File: config.mk
export PLATFORM = sky130hd
export DESIGN_NAME = parc_cordic_cell
export DESIGN_NICKNAME = d
export VERILOG_FILES = /design/src/sv/parc_pkg.sv /design/src/sv/parc_cordic_cell.sv
export SDC_FILE = /design/constraint.sdc
export NUM_CORES = 1
export LEC_CHECK = 0
export BUFFER_PORTS_ARGS = -buffer_cell sky130_fd_sc_hd__clkbuf_2
export CELL_PAD_IN_SITES_DETAIL_PLACEMENT = 1
export CELL_PAD_IN_SITES_GLOBAL_PLACEMENT = 2
export CORE_ASPECT_RATIO = 0.75
export CORE_UTILIZATION = 34
export CTS_BUF_LIST = sky130_fd_sc_hd__clkbuf_16
export CTS_CLUSTER_DIAMETER = 200
export DETAILED_ROUTE_END_ITERATION = 10
export PLACE_DENSITY = 0.94
export SYNTH_ARGS = -nofsm -noshare
export SYNTH_HDL_FRONTEND = slang
export SYNTH_SLANG_ARGS = --single-unit
File: constraint.sdc
create_clock -name clk -period 4.5 [get_ports clk]
set_input_delay 0.675 -clock clk [delete_from_list [all_inputs] [get_ports clk]]
set_output_delay 0.675 -clock clk [all_outputs]
set_load 0.02 [all_outputs]
File: src/sv/parc_pkg.sv
`timescale 1ns / 1ps
package parc_pkg;
  localparam int AngW = 16;
  localparam int ZW = 20;
  localparam int XW = 19;
  localparam int TcW = 16;
  localparam int LimW = 15;
  localparam int ErrW = 17;
  localparam int EulW = 24;
  localparam int QW = 30;
  localparam int RegFloor = 41;
  localparam int TcReset = 2048;
  localparam int LimReset = 4289;
  localparam int CfgIdxW = 2;
  localparam int CfgDataW = 16;
  localparam logic [CfgIdxW-1:0] CFG_TC = 2'd0;
  localparam logic [CfgIdxW-1:0] CFG_UP = 2'd1;
  localparam logic [CfgIdxW-1:0] CFG_DN = 2'd2;
  localparam logic signed [ZW-1:0] Q16Pi = 20'sd205887;
  localparam logic signed [ZW-1:0] Q16HalfPi = 20'sd102944;
  localparam logic signed [XW-1:0] CordicGain = 19'sd39797;

  function automatic logic signed [ZW-1:0] atan_q16(input int i);
    logic signed [ZW-1:0] r;
    begin
      unique case (i)
        0: r = 20'sd51472;
        1: r = 20'sd30386;
        2: r = 20'sd16055;
        3: r = 20'sd8150;
        4: r = 20'sd4091;
        5: r = 20'sd2047;
        6: r = 20'sd1024;
        7: r = 20'sd512;
        8: r = 20'sd256;
        9: r = 20'sd128;
        10: r = 20'sd64;
        11: r = 20'sd32;
        12: r = 20'sd16;
        13: r = 20'sd8;
        14: r = 20'sd4;
        15: r = 20'sd2;
        16: r = 20'sd1;
        default: r = '0;
      endcase
      return r;
    end
  endfunction

  // per-cell sideband carried along the chain
  typedef struct packed {
    logic signed [AngW-1:0] yaw;
    logic signed [EulW-1:0] euler;
    logic [LimW-1:0] hi;
    logic [LimW-1:0] lo;
  } side_t;
endpackage

File: src/sv/parc_cordic_cell.sv
`timescale 1ns / 1ps
// one CORDIC rotation stage for two angles side by side
module parc_cordic_cell
  import parc_pkg::*;
#(
  parameter int STEP = 0
) (
  input  logic                clk,
  input  logic                en,
  input  logic signed [XW-1:0] rx_i, ry_i, px_i, py_i,
  input  logic signed [ZW-1:0] rz_i, pz_i,
  output logic signed [XW-1:0] rx_o, ry_o, px_o, py_o,
  output logic signed [ZW-1:0] rz_o, pz_o
);
  logic signed [XW-1:0] rx_r, ry_r, px_r, py_r;
  logic signed [ZW-1:0] rz_r, pz_r;
  localparam logic signed [ZW-1:0] At = atan_q16(STEP);
  always_ff @(posedge clk) begin
    if (en) begin
      if (!rz_i[ZW-1]) begin
        rx_r <= rx_i - (ry_i >>> STEP); ry_r <= ry_i + (rx_i >>> STEP); rz_r <= rz_i - At;
      end else begin
        rx_r <= rx_i + (ry_i >>> STEP); ry_r <= ry_i - (rx_i >>> STEP); rz_r <= rz_i + At;
      end
      if (!pz_i[ZW-1]) begin
        px_r <= px_i - (py_i >>> STEP); py_r <= py_i + (px_i >>> STEP); pz_r <= pz_i - At;
      end else begin
        px_r <= px_i + (py_i >>> STEP); py_r <= py_i - (px_i >>> STEP); pz_r <= pz_i + At;
      end
    end
  end
  assign rx_o = rx_r; assign ry_o = ry_r; assign rz_o = rz_r;
  assign px_o = px_r; assign py_o = py_r; assign pz_o = pz_r;
endmodule

==> flow_metrics.tcl, run 1 <==
set metrics [dict create \
    synthTopCellsByArea "edfxtp_1 (33%), ha_1 (16%), xnor2_1 (6.0%)" \
    grt_overflow 0 \
    die_h_um 153.7 \
    design_area_sq_um 12520 \
    met1_usage_pct 32.56 \
    grt_pass1_wl_mm 53.97 \
    h-tree-depth 4 \
    die_w_um 204.3 \
    fin_util_pct 41.54 \
    total_power_mw 4.398 \
    outcome "finished clean" \
    rsz0062_at_grt "false" \
    p_comb_share_pct 34.8 \
    cts_setup_buffers 0 \
    hpwl_mm 27.88 \
    fin_tns_setup_ns 0 \
    nNetsFinal 1608 \
    routedWlPerCell_um 19.86 \
    start_kind "input pin" \
    dp_slack_ns 0.9847 \
    crit_arrival_ns 3.33 \
    cts.repair.resized 0 \
    cts.sinks 114 \
    slew_violations 0 \
    initial_core_util_pct 34.61 \
    dieArea_sq_um 31400 \
    synthArstFlopShare_pct 0 \
    p_seq_share_pct 33.3 \
    fillCellCount 3591 \
    dr.pass1.iters 5 \
    yosysTopAreaCell "edfxtp_1" \
    timing.final.crit_share_pct 70.76 \
    worst-slew-pin-transition_ns 1.021 \
    grt_util_met3_pct 4.642 \
    power.switching_mw 1.591 \
    drc 0 \
    fp-row-count 55 \
    min_period_ns 3.184 \
    p_leak_nw 5.689 \
    clk_pin_slew_ns 0.06 \
    max_freq_mhz 314.1 \
    place_area_sq_um 11920 \
    timing.slew.headroom_pct 31.06 \
    yosys.area.top_type_share_pct 32.81 \
    num_io_pins 234 \
    dr_total_vias 9522 \
    hp-class "in2reg" \
    synth_edf_count 114 \
    first_global_vias 9414 \
    antenna_left 0 \
    finalHoldViolCount 0 \
    layoutNonFillerInstCount 1760 \
    drt_iter0_drc 743 \
    path_class "in2reg" \
    worst_setup_path_end_kind "flop" \
    yosys_warnings 0 \
    ys_ff_latch 114 \
    core_sq_um 30140 \
    swShare_pct 36.17 \
    grt_usage_pct 22.08 \
    syn_nets 1398 \
    hold_ws_ns 0.4402 \
    finalWorstSetupSlack_ns 1.316 \
    vias_per_cell 5.410 \
    drt_wl_total_mm 34.95 \
    met2_usage_pct 32.41 \
    worstPathRequired_ns 4.65 \
    power.internal_mw 2.807 \
    drive_above_1_share_pct 20.99 \
    setup_viol 0 \
    top_usage_layer "met1" \
    ys_seq_area_share_pct 32.81 \
    hold_buffers 0 \
    cts_made_buffers 17 \
    ys_types 72 \
    placed_cells_incl_taps 1726 \
    antenna_found_initial 6 \
    cp_max_fo 15 \
    syn_avg_cell_area_sq_um 9.184 \
    clkPwrFrac_pct 31.8 \
    ctsLongestPathBuffers 2 \
    ir_drop_mv 0.3549 \
    synth.cell_area_sq_um 10430 \
    powerDensity_nw_per_um2 351.3 \
    synthFlopType "edfxtp_1" \
    drv_cap 0 \
    gp_congestion 0.9309 \
    portBuffers 233 \
    syn_to_final_growth_pct 20.00 \
    cts_root_buf "clkbuf_16" \
    grt_max_degree 65 \
    cts_tree "built" \
    synth_cells 1136 \
]
flip-flops by register name, indices dropped and copies added, names as in the netlist:
register,count
ry_o,18
pz_o,20
py_o,19
rx_o,19
px_o,18
rz_o,20
kinds of logic (layout without fill, tap and decap cells):
group           count (synthesis)  count (layout)  share of synthesized area [%]
compound gates                366             366                          22.81
simple gates                  246             246                          11.25
buf+inv                       160             382                          6.248
fa+ha+maj                     144             144                          17.85
flops                         114             114                          32.81
xor+xnor                       95              95                          7.975
mux                            11              11                          1.055
other cells                     0               3                              0
worst max-delay path, stage by stage:
cell	delay, ns
clkbuf_2	0.11
inv_1	0.05
ha_1	0.51
nor4_2	0.75
o21ai_0	0.35
and3_1	0.29
o41ai_2	0.27
mux2i_1	0.16
xor2_1	0.17
routing by layer:
metal / wire [um] / part of all wire, % / vias up
met4: 415 / 1.2 / 2
met5: 17 / 0.049 / -
li1: - / - / 4510
met2: 14950 / 43 / 310
met1: 17190 / 49 / 4677
met3: 2383 / 6.8 / 23
cell usage in the layout (no fill, tap or decap), drive strengths merged, types with 9 or more instances in the layout:
cell type and n:
nor2b 15, nand2b 12, mux2i 11, xor2 23
nor2 70, o211ai 12, a31oi 12, nor3 14
ha 136, edfxtp 114, o21ai 76, o21bai 12
inv 114, o21a 15, nand3 25, nand4 12
a2111oi 9, xnor2 72, clkbuf 249, nand2 67
a21oi 126, a211oi 10, a21o 33
cell type report:
cell class	instances	area, sq um	share of cell area (%)
Clock inverter	14	163.9	1.309
Tap cell	399	499.2	3.988
Timing Repair Buffer	238	1219	9.734
Antenna cell	3	7.507	0.05996
Multi-Input combinational cell	862	6357	50.78
Inverter	113	424.2	3.388
Sequential cell	114	3423	27.34
Clock buffer	17	425.4	3.398
cells in the mapped netlist, types with 11 or more instances:
| cell | instances |
|---|---|
| o21a_1 | 15 |
| nor3_1 | 14 |
| inv_1 | 111 |
| nand2b_1 | 11 |
| o21bai_1 | 12 |
| nor2_1 | 70 |
| o211ai_1 | 12 |
| nand4_1 | 12 |
| a21oi_1 | 124 |
| nand2_1 | 67 |
| a21o_1 | 33 |
| nand3_1 | 25 |
| a31oi_1 | 12 |
| mux2i_1 | 11 |
| o21ai_0 | 73 |
| ha_1 | 136 |
| edfxtp_1 | 114 |
| xor2_1 | 23 |
| buf_2 | 14 |
| nor2b_1 | 15 |
| xnor2_1 | 72 |
| clkbuf_1 | 23 |
worst paths after layout:
kind	startpoint	to	slack, ns	depth (start not counted)
setup / recovery	rx_i[9]	ry_o[18]$_DFFE_PP_	1.32	9
hold / removal	rz_i[1]	rz_o[1]$_DFFE_PP_	0.44	1
power groups by stage:
stage               clock network (mW)  logic [mW]  registers (mW)
floorplan                            0       0.780            1.69
detailed placement                   0        1.51            1.49
global route                      1.47        1.66            1.48
CTS                               1.43        1.53            1.47
global placement                     0        1.47            1.49
finish                            1.40        1.53            1.47
No activity file was read; power rests on OpenSTA's default activity.
==> inputs of run 2 (changes only) <==
CORE_UTILIZATION = 30   (was 34)
PLACE_DENSITY = 0.88   (was 0.94)
clock period = 2.8 ns   (was 4.5 ns; I/O delays follow)
==> flow_metrics.tcl, run 2 (synthesized netlist as in run 1, its figures left out) <==
set metrics [dict create \
    outcome "finished clean" \
    worst-path-buf-inv 3 \
    setup_viol 0 \
    place_area_sq_um 12800 \
    cts_root_buf "clkbuf_16" \
    critical-path-top-delay-family "compound AO/OA/AOI/OAI gates" \
    worstPathRequired_ns 2.98 \
    hold_ws_ns 0.1745 \
    core_sq_um 33890 \
    layoutNonFillerInstCount 1921 \
    final_common_cell "clkbuf_2" \
    cp_max_fo 5 \
    num_io_pins 234 \
    path_cells "clkbuf_2, inv_1, ha_1, fa_1, o21ai_0, a21oi_1, o21ai_0, buf_4, a21oi_1, a31oi_1, xnor2_1" \
    p_comb_share_pct 37.0 \
    hp-class "in2reg" \
    grt_pass1_wl_mm 56.81 \
    vias_per_cell 5.174 \
    start_kind "input pin" \
    die_w_um 217.3 \
    crit_slowest_cell "o21ai_0" \
    portBuffers 233 \
    final_cell_mix "clkbuf_2 (232), ha_1 (136), a21oi_1 (124), edfxtp_1 (114), inv_1 (112)" \
    drv_cap 0 \
    cts_setup_buffers 0 \
    power.switching_mw 2.680 \
    drt_wl_total_mm 37.63 \
    path_class "in2reg" \
    drt_iter0_drc 692 \
    syn_to_final_growth_pct 28.29 \
    finalHoldViolCount 0 \
    p_leak_nw 6.199 \
    first_global_vias 9840 \
    fin_util_pct 39.49 \
    placed_cells_incl_taps 1883 \
    nNetsFinal 1714 \
    dieArea_sq_um 35530 \
    total_power_mw 7.266 \
    rsz0062_at_grt "false" \
    dr.pass1.iters 6 \
    hpwl_mm 30.59 \
    clk_pin_slew_ns 0.06 \
    finalWorstSetupSlack_ns 0.2608 \
    drive_above_1_share_pct 26.69 \
    worst-slew-pin-transition_ns 0.5597 \
    cts.sinks 114 \
    ir_drop_mv 0.3485 \
    dr_total_vias 9939 \
    fin_tns_setup_ns 0 \
    die_h_um 163.5 \
    crit_arrival_ns 2.71 \
    worst_setup_path_end_kind "flop" \
    grt_usage_pct 20.85 \
    grt_max_degree 61 \
    swShare_pct 36.88 \
    slew_violations 0 \
    h-tree-depth 4 \
    cts_made_buffers 17 \
    grt_overflow 0 \
    max_freq_mhz 393.8 \
    clkPwrFrac_pct 30.7 \
    ctsLongestPathBuffers 2 \
    cts_tree "built" \
    power.internal_mw 4.586 \
    dp_slack_ns -0.3512 \
    timing.slew.headroom_pct 62.69 \
    initial_core_util_pct 30.78 \
    critPathMaxStageDelay_ns 0.44 \
    gp_congestion 0.8900 \
    drc 0 \
    p_seq_share_pct 32.3 \
    fp-row-count 58 \
    min_period_ns 2.539 \
    antenna_found_initial 8 \
    design_area_sq_um 13380 \
    powerDensity_nw_per_um2 542.9 \
    timing.final.crit_share_pct 90.69 \
    antenna_left 0 \
    routedWlPerCell_um 19.59 \
]
run 2: changes by cell type in the layout (fill, tap and decap cells not counted), sizes merged:
cell,previous run,this run
bufinv,3,2
clkinv,8,9
inv,114,115
diode,3,6
buf,6,112
run 2: timing repair:
action	in CTS	in global routing
setup endpoints to repair	0	1
hold endpoints to repair	0	0
hold buffers	0	0
gates resized for setup	0	1
run 2: metal layers:
metal  global-route usage, %  vias up  share of wire (%)
met4                   5.474        6                1.4
met5                       0        -               0.10
li1                        -     4741                  -
met2                   29.94      345                 41
met3                   5.102       30                7.7
met1                   30.62     4817                 50
run 2: final timing paths:
path / startpoint / endpoint / slack [ns] / depth (start not counted)
max: rx_i[0] / rx_o[14]$_DFFE_PP_ / 0.26 / 11
min: pz_i[1] / pz_o[1]$_DFFE_PP_ / 0.17 / 1
run 2: power by group through the flow:
| stage | combinational [mW] | sequential [mW] | clock, mW |
|---|---|---|---|
| 5_1_grt | 2.90 | 2.37 | 2.34 |
| 3_3_place_gp | 2.60 | 2.38 | 0 |
| 3_5_place_dp | 2.66 | 2.39 | 0 |
| 2_1_floorplan | 1.26 | 2.71 | 0 |
| 4_1_cts | 2.67 | 2.36 | 2.28 |
| 6_report | 2.69 | 2.35 | 2.23 |
run 2: layout make-up:
class | count | area (sq um)
Inverter | 113 | 424.2
Multi-Input combinational cell | 862 | 6365
Sequential cell | 114 | 3423
Fill cell | 4046 | 20510
Timing Repair Buffer | 344 | 2027
Tap cell | 450 | 563.0
Antenna cell | 6 | 15.01
Clock buffer | 17 | 425.4
Clock inverter | 15 | 141.4
