**config.mk**
```make
export PLATFORM = sky130hd
export DESIGN_NAME = parc_div_cell
export DESIGN_NICKNAME = d
export VERILOG_FILES = /design/src/sv/parc_pkg.sv /design/src/sv/parc_div_cell.sv
export SDC_FILE = /design/constraint.sdc
export NUM_CORES = 1
export LEC_CHECK = 0
export BUFFER_PORTS_ARGS = -buffer_cell sky130_fd_sc_hd__buf_2
export CORE_MARGIN = 10
export CORE_UTILIZATION = 52
export DETAILED_ROUTE_END_ITERATION = 12
export PLACE_DENSITY = 0.86
export RECOVER_POWER = 100
export SETUP_SLACK_MARGIN = 0.3
export SLEW_MARGIN = 30
export SYNTH_ARGS = -nofsm -noshare
export SYNTH_HDL_FRONTEND = slang
export SYNTH_SLANG_ARGS = --single-unit
```
**constraint.sdc**
```tcl
create_clock -name clk -period 7.32 [get_ports clk]
set_input_delay 2.196 -clock clk [delete_from_list [all_inputs] [get_ports clk]]
set_output_delay 2.196 -clock clk [all_outputs]
set_load 0.01 [all_outputs]
```
**src/sv/parc_pkg.sv**
```systemverilog
`timescale 1ns / 1ps
package parc_pkg;
  localparam int AngW = 16;
  localparam int ZW = 20;
  localparam int XW = 19;
  localparam int TcW = 16;
  localparam int LimW = 15;
  localparam int ErrW = 17;
  localparam int EulW = 24;
  localparam int QW = 30;
  localparam int RegFloor = 41;
  localparam int TcReset = 2048;
  localparam int LimReset = 4289;
  localparam int CfgIdxW = 2;
  localparam int CfgDataW = 16;
  localparam logic [CfgIdxW-1:0] CFG_TC = 2'd0;
  localparam logic [CfgIdxW-1:0] CFG_UP = 2'd1;
  localparam logic [CfgIdxW-1:0] CFG_DN = 2'd2;
  localparam logic signed [ZW-1:0] Q16Pi = 20'sd205887;
  localparam logic signed [ZW-1:0] Q16HalfPi = 20'sd102944;
  localparam logic signed [XW-1:0] CordicGain = 19'sd39797;

  function automatic logic signed [ZW-1:0] atan_q16(input int i);
    logic signed [ZW-1:0] r;
    begin
      unique case (i)
        0: r = 20'sd51472;
        1: r = 20'sd30386;
        2: r = 20'sd16055;
        3: r = 20'sd8150;
        4: r = 20'sd4091;
        5: r = 20'sd2047;
        6: r = 20'sd1024;
        7: r = 20'sd512;
        8: r = 20'sd256;
        9: r = 20'sd128;
        10: r = 20'sd64;
        11: r = 20'sd32;
        12: r = 20'sd16;
        13: r = 20'sd8;
        14: r = 20'sd4;
        15: r = 20'sd2;
        16: r = 20'sd1;
        default: r = '0;
      endcase
      return r;
    end
  endfunction

  // per-cell sideband carried along the chain
  typedef struct packed {
    logic signed [AngW-1:0] yaw;
    logic signed [EulW-1:0] euler;
    logic [LimW-1:0] hi;
    logic [LimW-1:0] lo;
  } side_t;
endpackage

```
**src/sv/parc_div_cell.sv**
```systemverilog
`timescale 1ns / 1ps
// one restoring-division step: remainder vs divisor shifted by STEP
module parc_div_cell
  import parc_pkg::*;
#(
  parameter int STEP = 0
) (
  input  logic              clk,
  input  logic              en,
  input  logic [QW+TcW:0]   rem_i,
  input  logic [QW-1:0]     q_i,
  input  logic [TcW:0]      d_i,
  output logic [QW+TcW:0]   rem_o,
  output logic [QW-1:0]     q_o
);
  logic [QW+TcW:0] rem_r, trial;
  logic [QW-1:0] q_r;
  logic ge;
  assign trial = {{QW{1'b0}}, d_i} << STEP;
  assign ge = rem_i >= trial;
  always_ff @(posedge clk) begin
    if (en) begin
      rem_r <= ge ? rem_i - trial : rem_i;
      q_r <= q_i | (QW'(ge) << STEP);
    end
  end
  assign rem_o = rem_r;
  assign q_o = q_r;
endmodule

```
==> metrics.cfg, run 1 <==
[cells_and_area]
fin_cells=632
fillers=651
nNetsFinal=639
n_antenna_cell=0
multiInputGateArea_um2=1640
seqCellArea_um2=2310
final_core_utilization=0.664
areaGrowthSynthToFinish_pct=24.7
drive_gt1_frac=0.221

[logic_synthesis]
netlist_instances=350
synth-seq-cells=77
avgSynthCellArea_um2=11.8
synth_fp_nets=464
ys.flop_type=edfxtp_1
seq_area_frac_synth=0.562
ys_types=49
yosys_warnings=0
synth_edf_count=77
async_reset_ff_frac=0
syn_area_um2=4110

[timing]
finalSetupTns_ns=0
fin_ws_ns=1.59
hold_violations=0
setup_violations=0
worst_slew_pin_slew_ns=3.99
report.final.slew_viol_count=78
fin_crit_sh=0.782
fmax_ghz=0.175
min_period_ns=5.73
rsz0062_at_grt=no
slew_headroom=-1.66

[global_routing]
grt_pass1_vias=3476
grt_pass1_wl_um=17200
track_usage=0.184
antenna_found_initial=0
overflow=0
grt_max_degree=78

[floorplan]
die_h_um=109
floorplan.rows=32
fp.dieW_um=109
dieArea_um2=11900
core-area_um2=7730
initial_core_util=0.532
num_io_pins=173

[drt]
dr.pass1.iters=5
wirelength_um=11200
drc=0
first_iter_violations=241
vias_per_cell=5.33
wl_per_cell_um=17.8
num_vias=3367
drtAntennaViolNets=0

[clock_network]
postCtsSetupRepairBufs=0
clk_pin_slew_ns=0.09
clockRootBuffer=clkbuf_8
clock_sinks=77
clock_path_buffers=2
htreeDepth=3
post_cts_resized=0
cts_buffers=9
cts_tree=done
hold_buffers=0

[job]
cap_violations=1

[status]
status=finished, violations left
violations=max-capacitance violations, max-slew violations

[setup_path]
crit_fanout=31
cp_slowest_stage_delay_ns=0.95
cp.arrival_ns=5.82
crit_slowest_cell=clkbuf_1
path_delay_family=simple AND/OR/NAND/NOR gates
critPathLaunchType=primary input
worstPathCellList=clkbuf_1, nor4_1, nand3_1, nor4_1, nand3_1, a41oi_1, clkbuf_1, mux2_2
crit_buf_inv=2
cp-end-kind=register
required_ns=7.41
critPathKind=in -> reg

[power_and_ir_drop]
power_mw=1.08
intPower_mw=0.782
netSwitchingPower_mw=0.302
netSwitchingFraction=0.278
power_density_nw_per_um2=211
clkPwrFrac=0.301
pwr-share-comb=0.190
ir_drop_mv=0.116
leakagePower_nw=1.98
pwr-share-seq=0.509

[place]
routabilityCongestion=0.883
io_buffers=172
dp_cells=616
hpwl_um=8970
place_ws_ns=2.00

[hold_path]
worstHoldStart=q_i[1]
holdPathEnd=q_o[1]
whs_path_depth=1
hp-class=in -> reg

[worst max path at each step]
| stage | slack (ns) | end | start | depth (start not counted) |
|---|---|---|---|---|
| floorplan | 2.56 | rem_o[42] | rem_i[0] | 13 |
| global placement | 2.11 | rem_o[1] | rem_i[35] | 8 |
| detailed placement | 2.00 | rem_o[35] | rem_i[2] | 10 |
| CTS | 2.35 | rem_o[35] | rem_i[2] | 10 |
| global route | 1.31 | rem_o[1] | rem_i[34] | 8 |
| finish | 1.59 | rem_o[1] | rem_i[34] | 8 |
[layer usage]
metal  vias up  part of all wire  global-route usage
li1       1651                 -                   -
met1      1548              0.38               0.209
met2       150              0.51               0.325
met3        18             0.084              0.0484
met4         0             0.025              0.0669
met5         -                 0                   0
[area by class of cell]
type                       count  share of cell area
sequential                    77               0.451
tap                          102              0.0249
clock buffer                   9              0.0241
clock inverter                 7              0.0156
inverter                      21              0.0154
multi-input combinational    243               0.320
timing repair buffer         173               0.149
[power by group through the flow]
stage / clock (mW) / combinational, mW / sequential, mW
6_report: 0.327 / 0.205 / 0.551
5_1_grt: 0.357 / 0.228 / 0.556
4_1_cts: 0.335 / 0.219 / 0.548
3_5_place_dp: 0 / 0.218 / 0.558
3_3_place_gp: 0 / 0.214 / 0.556
2_1_floorplan: 0 / 0.0862 / 0.583
[sequential cells by signal (all words and copies together), names as in the netlist]
| register | count |
|---|---|
| rem_o | 47 |
| q_o | 30 |
[cells in the final DEF (no fill, tap or decap), drive strengths merged, types with 10 or more instances in the layout]
| cell type | count |
|---|---|
| inv | 25 |
| xnor2 | 20 |
| o21ai | 22 |
| buf | 93 |
| nor3 | 10 |
| a21oi | 14 |
| xor2 | 22 |
| nor4 | 11 |
| nand3 | 14 |
| ha | 17 |
| edfxtp | 77 |
| nand2 | 29 |
| clkbuf | 89 |
| nor2 | 18 |
[through the flow]
step                area (um^2)  hold slack (ns)
finish                     5130             2.02
global route               5130             1.99
CTS                        5280             2.00
detailed placement         5070             2.37
global placement           5070             2.37
floorplan                  4110             2.29
[cell usage after synthesis (6+ instances only)]
library cell | number | area share
edfxtp_1 | 77 | 0.56
nand2_1 | 29 | 0.026
o21ai_0 | 22 | 0.027
xor2_1 | 22 | 0.047
inv_1 | 21 | 0.019
xnor2_1 | 20 | 0.043
nor2_1 | 18 | 0.016
ha_1 | 17 | 0.052
a21oi_1 | 14 | 0.017
nand3_1 | 14 | 0.017
nor4_1 | 10 | 0.015
nor3_1 | 9 | 0.011
buf_2 | 6 | 0.0073
or3_1 | 6 | 0.0091
[cells by family (layout without fill, tap and decap cells)]
family / Yosys count / in the layout / share of synthesized area
multiplexers: 2 / 2 / 0.00517
flip-flops: 77 / 77 / 0.562
XOR/XNOR: 42 / 42 / 0.0894
adder cells (fa/ha/maj): 18 / 18 / 0.0566
buffers and inverters: 30 / 210 / 0.0292
AND/OR/NAND/NOR: 118 / 118 / 0.159
AO/OA/AOI/OAI: 63 / 63 / 0.0985
No activity file was read; power rests on OpenSTA's default activity.
==> inputs of run 2 (changes only) <==
--- a/config.mk
+++ b/config.mk
@@ -7,9 +7,9 @@
 export LEC_CHECK = 0
 export BUFFER_PORTS_ARGS = -buffer_cell sky130_fd_sc_hd__buf_2
 export CORE_MARGIN = 10
-export CORE_UTILIZATION = 52
+export CORE_UTILIZATION = 44
 export DETAILED_ROUTE_END_ITERATION = 12
-export PLACE_DENSITY = 0.86
+export PLACE_DENSITY = 0.77
 export RECOVER_POWER = 100
 export SETUP_SLACK_MARGIN = 0.3
 export SLEW_MARGIN = 30
==> constraint.sdc (replaced) <==
create_clock -name clk -period 5.25 [get_ports clk]
set_input_delay 1.575 -clock clk [delete_from_list [all_inputs] [get_ports clk]]
set_output_delay 1.575 -clock clk [all_outputs]
set_load 0.01 [all_outputs]
==> run 2 against run 1 <==
  * The run still ends with max-capacitance violations, max-slew violations left
  * Global-route usage down 2.2 points
  * Count of clock-buffer cells in the layout unchanged
  * Combinational power up 41%
  * Via count up 1.0%
  * Die area up 15%
  * Critical path depth up 1
  * Total power up 47%
  * Worst setup slack worse by 0.92 ns
  * Sequential power up 39%
  * Critical endpoint is now rem_o[28]
==> metrics.cfg, run 2 (synthesized netlist as in run 1, its figures left out) <==
[drt]
dr.pass1.iters=5  ; unchanged
first_iter_violations=273  ; +13%
num_vias=3402  ; +1.0%
drc=0  ; unchanged
vias_per_cell=5.30  ; -0.53%
wirelength_um=11700  ; +3.7%
drtAntennaViolNets=0  ; unchanged
wl_per_cell_um=18.2  ; +2.1%

[job]
cap_violations=1  ; unchanged

[timing]
report.final.slew_viol_count=78  ; unchanged
fmax_ghz=0.219
setup_violations=0  ; unchanged
fin_crit_sh=0.871
rsz0062_at_grt=no
min_period_ns=4.57
finalSetupTns_ns=0  ; unchanged
worst_slew_pin_slew_ns=1.92  ; -2.07 ns
slew_headroom=-0.278  ; +1.38
hold_violations=0  ; unchanged

[clock_network]
cts_tree=done
cts_buffers=9  ; unchanged
clock_sinks=77  ; unchanged
postCtsSetupRepairBufs=0  ; unchanged
clockRootBuffer=clkbuf_8
clk_pin_slew_ns=0.08  ; about the same
clock_path_buffers=2  ; unchanged
post_cts_resized=0  ; unchanged
htreeDepth=3  ; unchanged
hold_buffers=0  ; unchanged

[power_and_ir_drop]
leakagePower_nw=2.02  ; +2.1%
ir_drop_mv=0.132  ; +13%
power_density_nw_per_um2=307  ; +45%

[global_routing]
grt_pass1_wl_um=17500  ; +1.2%
track_usage=0.162  ; -0.0218
overflow=0  ; unchanged
grt_max_degree=78  ; unchanged
antenna_found_initial=0  ; unchanged
grt_pass1_vias=3484  ; +0.23%

[setup_path]
crit_fanout=13  ; -58%
critPathKind=in -> reg
cp-end-kind=register
required_ns=5.34  ; -2.07 ns
cp.arrival_ns=4.67  ; -1.15 ns
critPathLaunchType=primary input

[floorplan]
dieArea_um2=13600  ; +15%
core-area_um2=9150  ; +18%
num_io_pins=173  ; unchanged
die_h_um=117  ; +7.1%
initial_core_util=0.449  ; -0.0829
fp.dieW_um=117  ; +7.1%
floorplan.rows=35  ; +9.4%

[cells_and_area]
largest_register_ffs=47  ; unchanged
nNetsFinal=641  ; +0.31%
fillers=794  ; +22%
areaGrowthSynthToFinish_pct=26.4
layout_commonest_cell=buf_2
n_antenna_cell=0  ; unchanged
fin_cells=642  ; +1.6%
drive_gt1_frac=0.228  ; +0.00712
final_cell_mix=buf_2, clkbuf_1, edfxtp_1

[status]
violations=max-capacitance violations, max-slew violations
status=finished, violations left

[hold_path]
hp-class=in -> reg

[place]
hpwl_um=9080  ; +1.2%
dp_cells=627  ; +1.8%
routabilityCongestion=0.902  ; +2.2%
io_buffers=172  ; unchanged

run 2: final timing paths:
check | start | endpoint | slack (ns) | cells after the start
max | rem_i[23] | rem_o[28] | 0.68 | 9
min | q_i[1] | q_o[1] | 1.40 | 1
run 2: final cells by class:
class	count	area (um^2)	share of cell area
inverters	21	78.8	0.0152
clock buffers	9	124	0.0238
clock inverters	6	113	0.0217
multi-input cells	243	1650	0.317
repair buffers	175	786	0.151
well taps	111	139	0.0267
flip-flops and latches	77	2310	0.445
run 2: metal layers:
layer,vias to the layer above,part of all wire,global-route usage
met5,-,0,0
met4,0,0.021,0.0568
met3,23,0.071,0.0416
met2,141,0.51,0.287
met1,1582,0.39,0.185
li1,1656,-,-
run 2: through the flow:
step	worst slack (ns)	util	hold WS, ns	instance area (um^2)	power (mW)
2_1_floorplan	1.11	-	1.67	4110	0.933
5_1_grt	0.451	0.568	1.38	5200	1.67
3_3_place_gp	0.598	0.557	1.75	5100	1.08
3_5_place_dp	0.595	0.557	1.75	5100	1.08
4_1_cts	0.956	0.583	1.38	5330	1.63
6_report	0.677	0.568	1.40	5200	1.60
run 2: worst max-delay path: stages:
cell and delay [ns]:
buf_2 0.12, or4_4 0.57, or4_1 0.61, a211oi_2 0.26, nand3_1 0.12, a41oi_1 0.78
nand4bb_1 0.38, nor3_1 0.10, xor2_1 0.15
run 2: report_power, final:
| part | internal, mW | switching [mW] | total [mW] |
|---|---|---|---|
| Sequential | 0.751 | 0.0157 | 0.766 |
| Clock | 0.314 | 0.227 | 0.541 |
| Combinational | 0.113 | 0.177 | 0.290 |
| Total | 1.18 | 0.419 | 1.60 |
==> inputs of run 3 (changes only) <==
--- a/config.mk
+++ b/config.mk
@@ -7,9 +7,9 @@
 export LEC_CHECK = 0
 export BUFFER_PORTS_ARGS = -buffer_cell sky130_fd_sc_hd__buf_2
 export CORE_MARGIN = 10
-export CORE_UTILIZATION = 44
+export CORE_UTILIZATION = 52
 export DETAILED_ROUTE_END_ITERATION = 12
-export PLACE_DENSITY = 0.77
+export PLACE_DENSITY = 0.86
 export RECOVER_POWER = 100
 export SETUP_SLACK_MARGIN = 0.3
 export SLEW_MARGIN = 30
==> constraint.sdc (replaced) <==
create_clock -name clk -period 5.85 [get_ports clk]
set_input_delay 1.755 -clock clk [delete_from_list [all_inputs] [get_ports clk]]
set_output_delay 1.755 -clock clk [all_outputs]
set_load 0.01 [all_outputs]
==> run 3 against run 2 <==
  * The run still ends with max-capacitance violations, max-slew violations left
  * Global-route usage grew 1.8 points
  * Critical path depth is 1 lower
  * Sequential share of layout area is 0.44 points higher
  * Sequential power decreased by 10%
  * Largest cell class unchanged
==> metrics.cfg, run 3 (synthesized netlist as in run 1, its figures left out) <==
[drt]
first_iter_violations=254  ; -7.0%
wirelength_um=11000  ; -5.2%
num_vias=3413  ; +0.32%
dr.pass1.iters=4  ; -1
drc=0  ; unchanged
drtAntennaViolNets=0  ; unchanged
wl_per_cell_um=17.5  ; -3.7%
vias_per_cell=5.40  ; +1.9%

[clock_network]
clk_pin_slew_ns=0.10  ; +0.02 ns
post_cts_resized=0  ; unchanged
postCtsSetupRepairBufs=0  ; unchanged
htreeDepth=3  ; unchanged
clock_path_buffers=2  ; unchanged
hold_buffers=0  ; unchanged
clockRootBuffer=clkbuf_8
cts_buffers=9  ; unchanged
clock_sinks=77  ; unchanged
cts_tree=done

[cells_and_area]
n_antenna_cell=0  ; unchanged
final_area_um2=5150  ; -0.99%
areaGrowthSynthToFinish_pct=25.2
drive_gt1_frac=0.225  ; -0.00334
final_core_utilization=0.666  ; +0.0982
fillers=621  ; -22%
layout_commonest_cell=buf_2
nNetsFinal=639  ; -0.31%
final_cell_mix=buf_2, clkbuf_1, edfxtp_1
largest_register_ffs=47  ; unchanged

[power_and_ir_drop]
power_density_nw_per_um2=268  ; -13%
leakagePower_nw=2.00  ; -1.3%
ir_drop_mv=0.138  ; +4.5%

[timing]
finalSetupTns_ns=0  ; unchanged
fin_crit_sh=0.829
setup_violations=0  ; unchanged
worst_slew_pin_slew_ns=4.09  ; +2.17 ns
min_period_ns=4.85
hold_violations=0  ; unchanged
fmax_ghz=0.206
rsz0062_at_grt=no
slew_headroom=-1.72  ; -1.45
report.final.slew_viol_count=78  ; unchanged

[status]
status=finished, violations left
violations=max-capacitance violations, max-slew violations

[setup_path]
required_ns=5.97  ; +0.63 ns
crit_fanout=31  ; +18
cp-end-kind=register
critPathLaunchType=primary input
critPathKind=in -> reg
cp.arrival_ns=4.97  ; +0.30 ns

[place]
io_buffers=172  ; unchanged
routabilityCongestion=0.919  ; +1.9%
placed_cell_area_um2=5070  ; -0.52%
hpwl_um=8790  ; -3.2%

[global_routing]
antenna_found_initial=0  ; unchanged
track_usage=0.180  ; +0.0177
grt_pass1_wl_um=16800  ; -3.6%
grt_max_degree=78  ; unchanged
grt_pass1_vias=3319  ; -4.7%
overflow=0  ; unchanged

[floorplan]
initial_core_util=0.532  ; +0.0829
num_io_pins=173  ; unchanged
floorplan.rows=32  ; -8.6%
dieArea_um2=11900  ; -13%
core-area_um2=7730  ; -16%
die_h_um=109  ; -6.6%
fp.dieW_um=109  ; -6.6%

[hold_path]
hp-class=in -> reg

[job]
cap_violations=1  ; unchanged

-- run 3: cell type report --
type,count,area [um^2],area share
Multi-Input combinational cell,243,1650,0.320
Timing Repair Buffer,173,769,0.149
Clock inverter,7,88.8,0.0172
Clock buffer,9,124,0.0241
Inverter,21,78.8,0.0153
Sequential cell,77,2310,0.449
Tap cell,102,128,0.0248
-- run 3: critical path, stage by stage --
cell and delay (ns):
clkbuf_1 0.11, nor4_1 0.56, nand3_1 0.36, nor4_1 0.59, nand3_1 0.16, a41oi_1 0.63
buf_4 0.42, mux2_2 0.37
-- run 3: per-stage QoR --
step                      cells  hold slack, ns  power, mW  worst slack, ns
after CTS                   632            1.55       1.40             1.27
final                       632            1.57       1.38             1.00
after global placement      616            1.93      0.961             1.02
after global routing        632            1.54       1.45            0.745
after floorplan             350            1.85      0.837             1.53
after detailed placement    616            1.93      0.971            0.927
-- run 3: path summary, 6_finish.rpt --
| path | start | to | slack (ns) | depth (start not counted) |
|---|---|---|---|---|
| min | q_i[12] | q_o[12] | 1.57 | 1 |
| max | rem_i[35] | rem_o[1] | 1.00 | 8 |
-- run 3: layer usage --
metal / routed length, um / vias to the layer above / global-route usage
met5: 0 / - / 0
met3: 1010 / 16 / 0.0501
met4: 204 / 0 / 0.0640
li1: - / 1654 / -
met2: 5710 / 177 / 0.315
met1: 4120 / 1566 / 0.206
-- run 3: power by group --
| group | switching [mW] | internal (mW) |
|---|---|---|
| Clock | 0.224 | 0.209 |
| Sequential | 0.0143 | 0.675 |
| Combinational | 0.157 | 0.100 |
| Total | 0.395 | 0.984 |
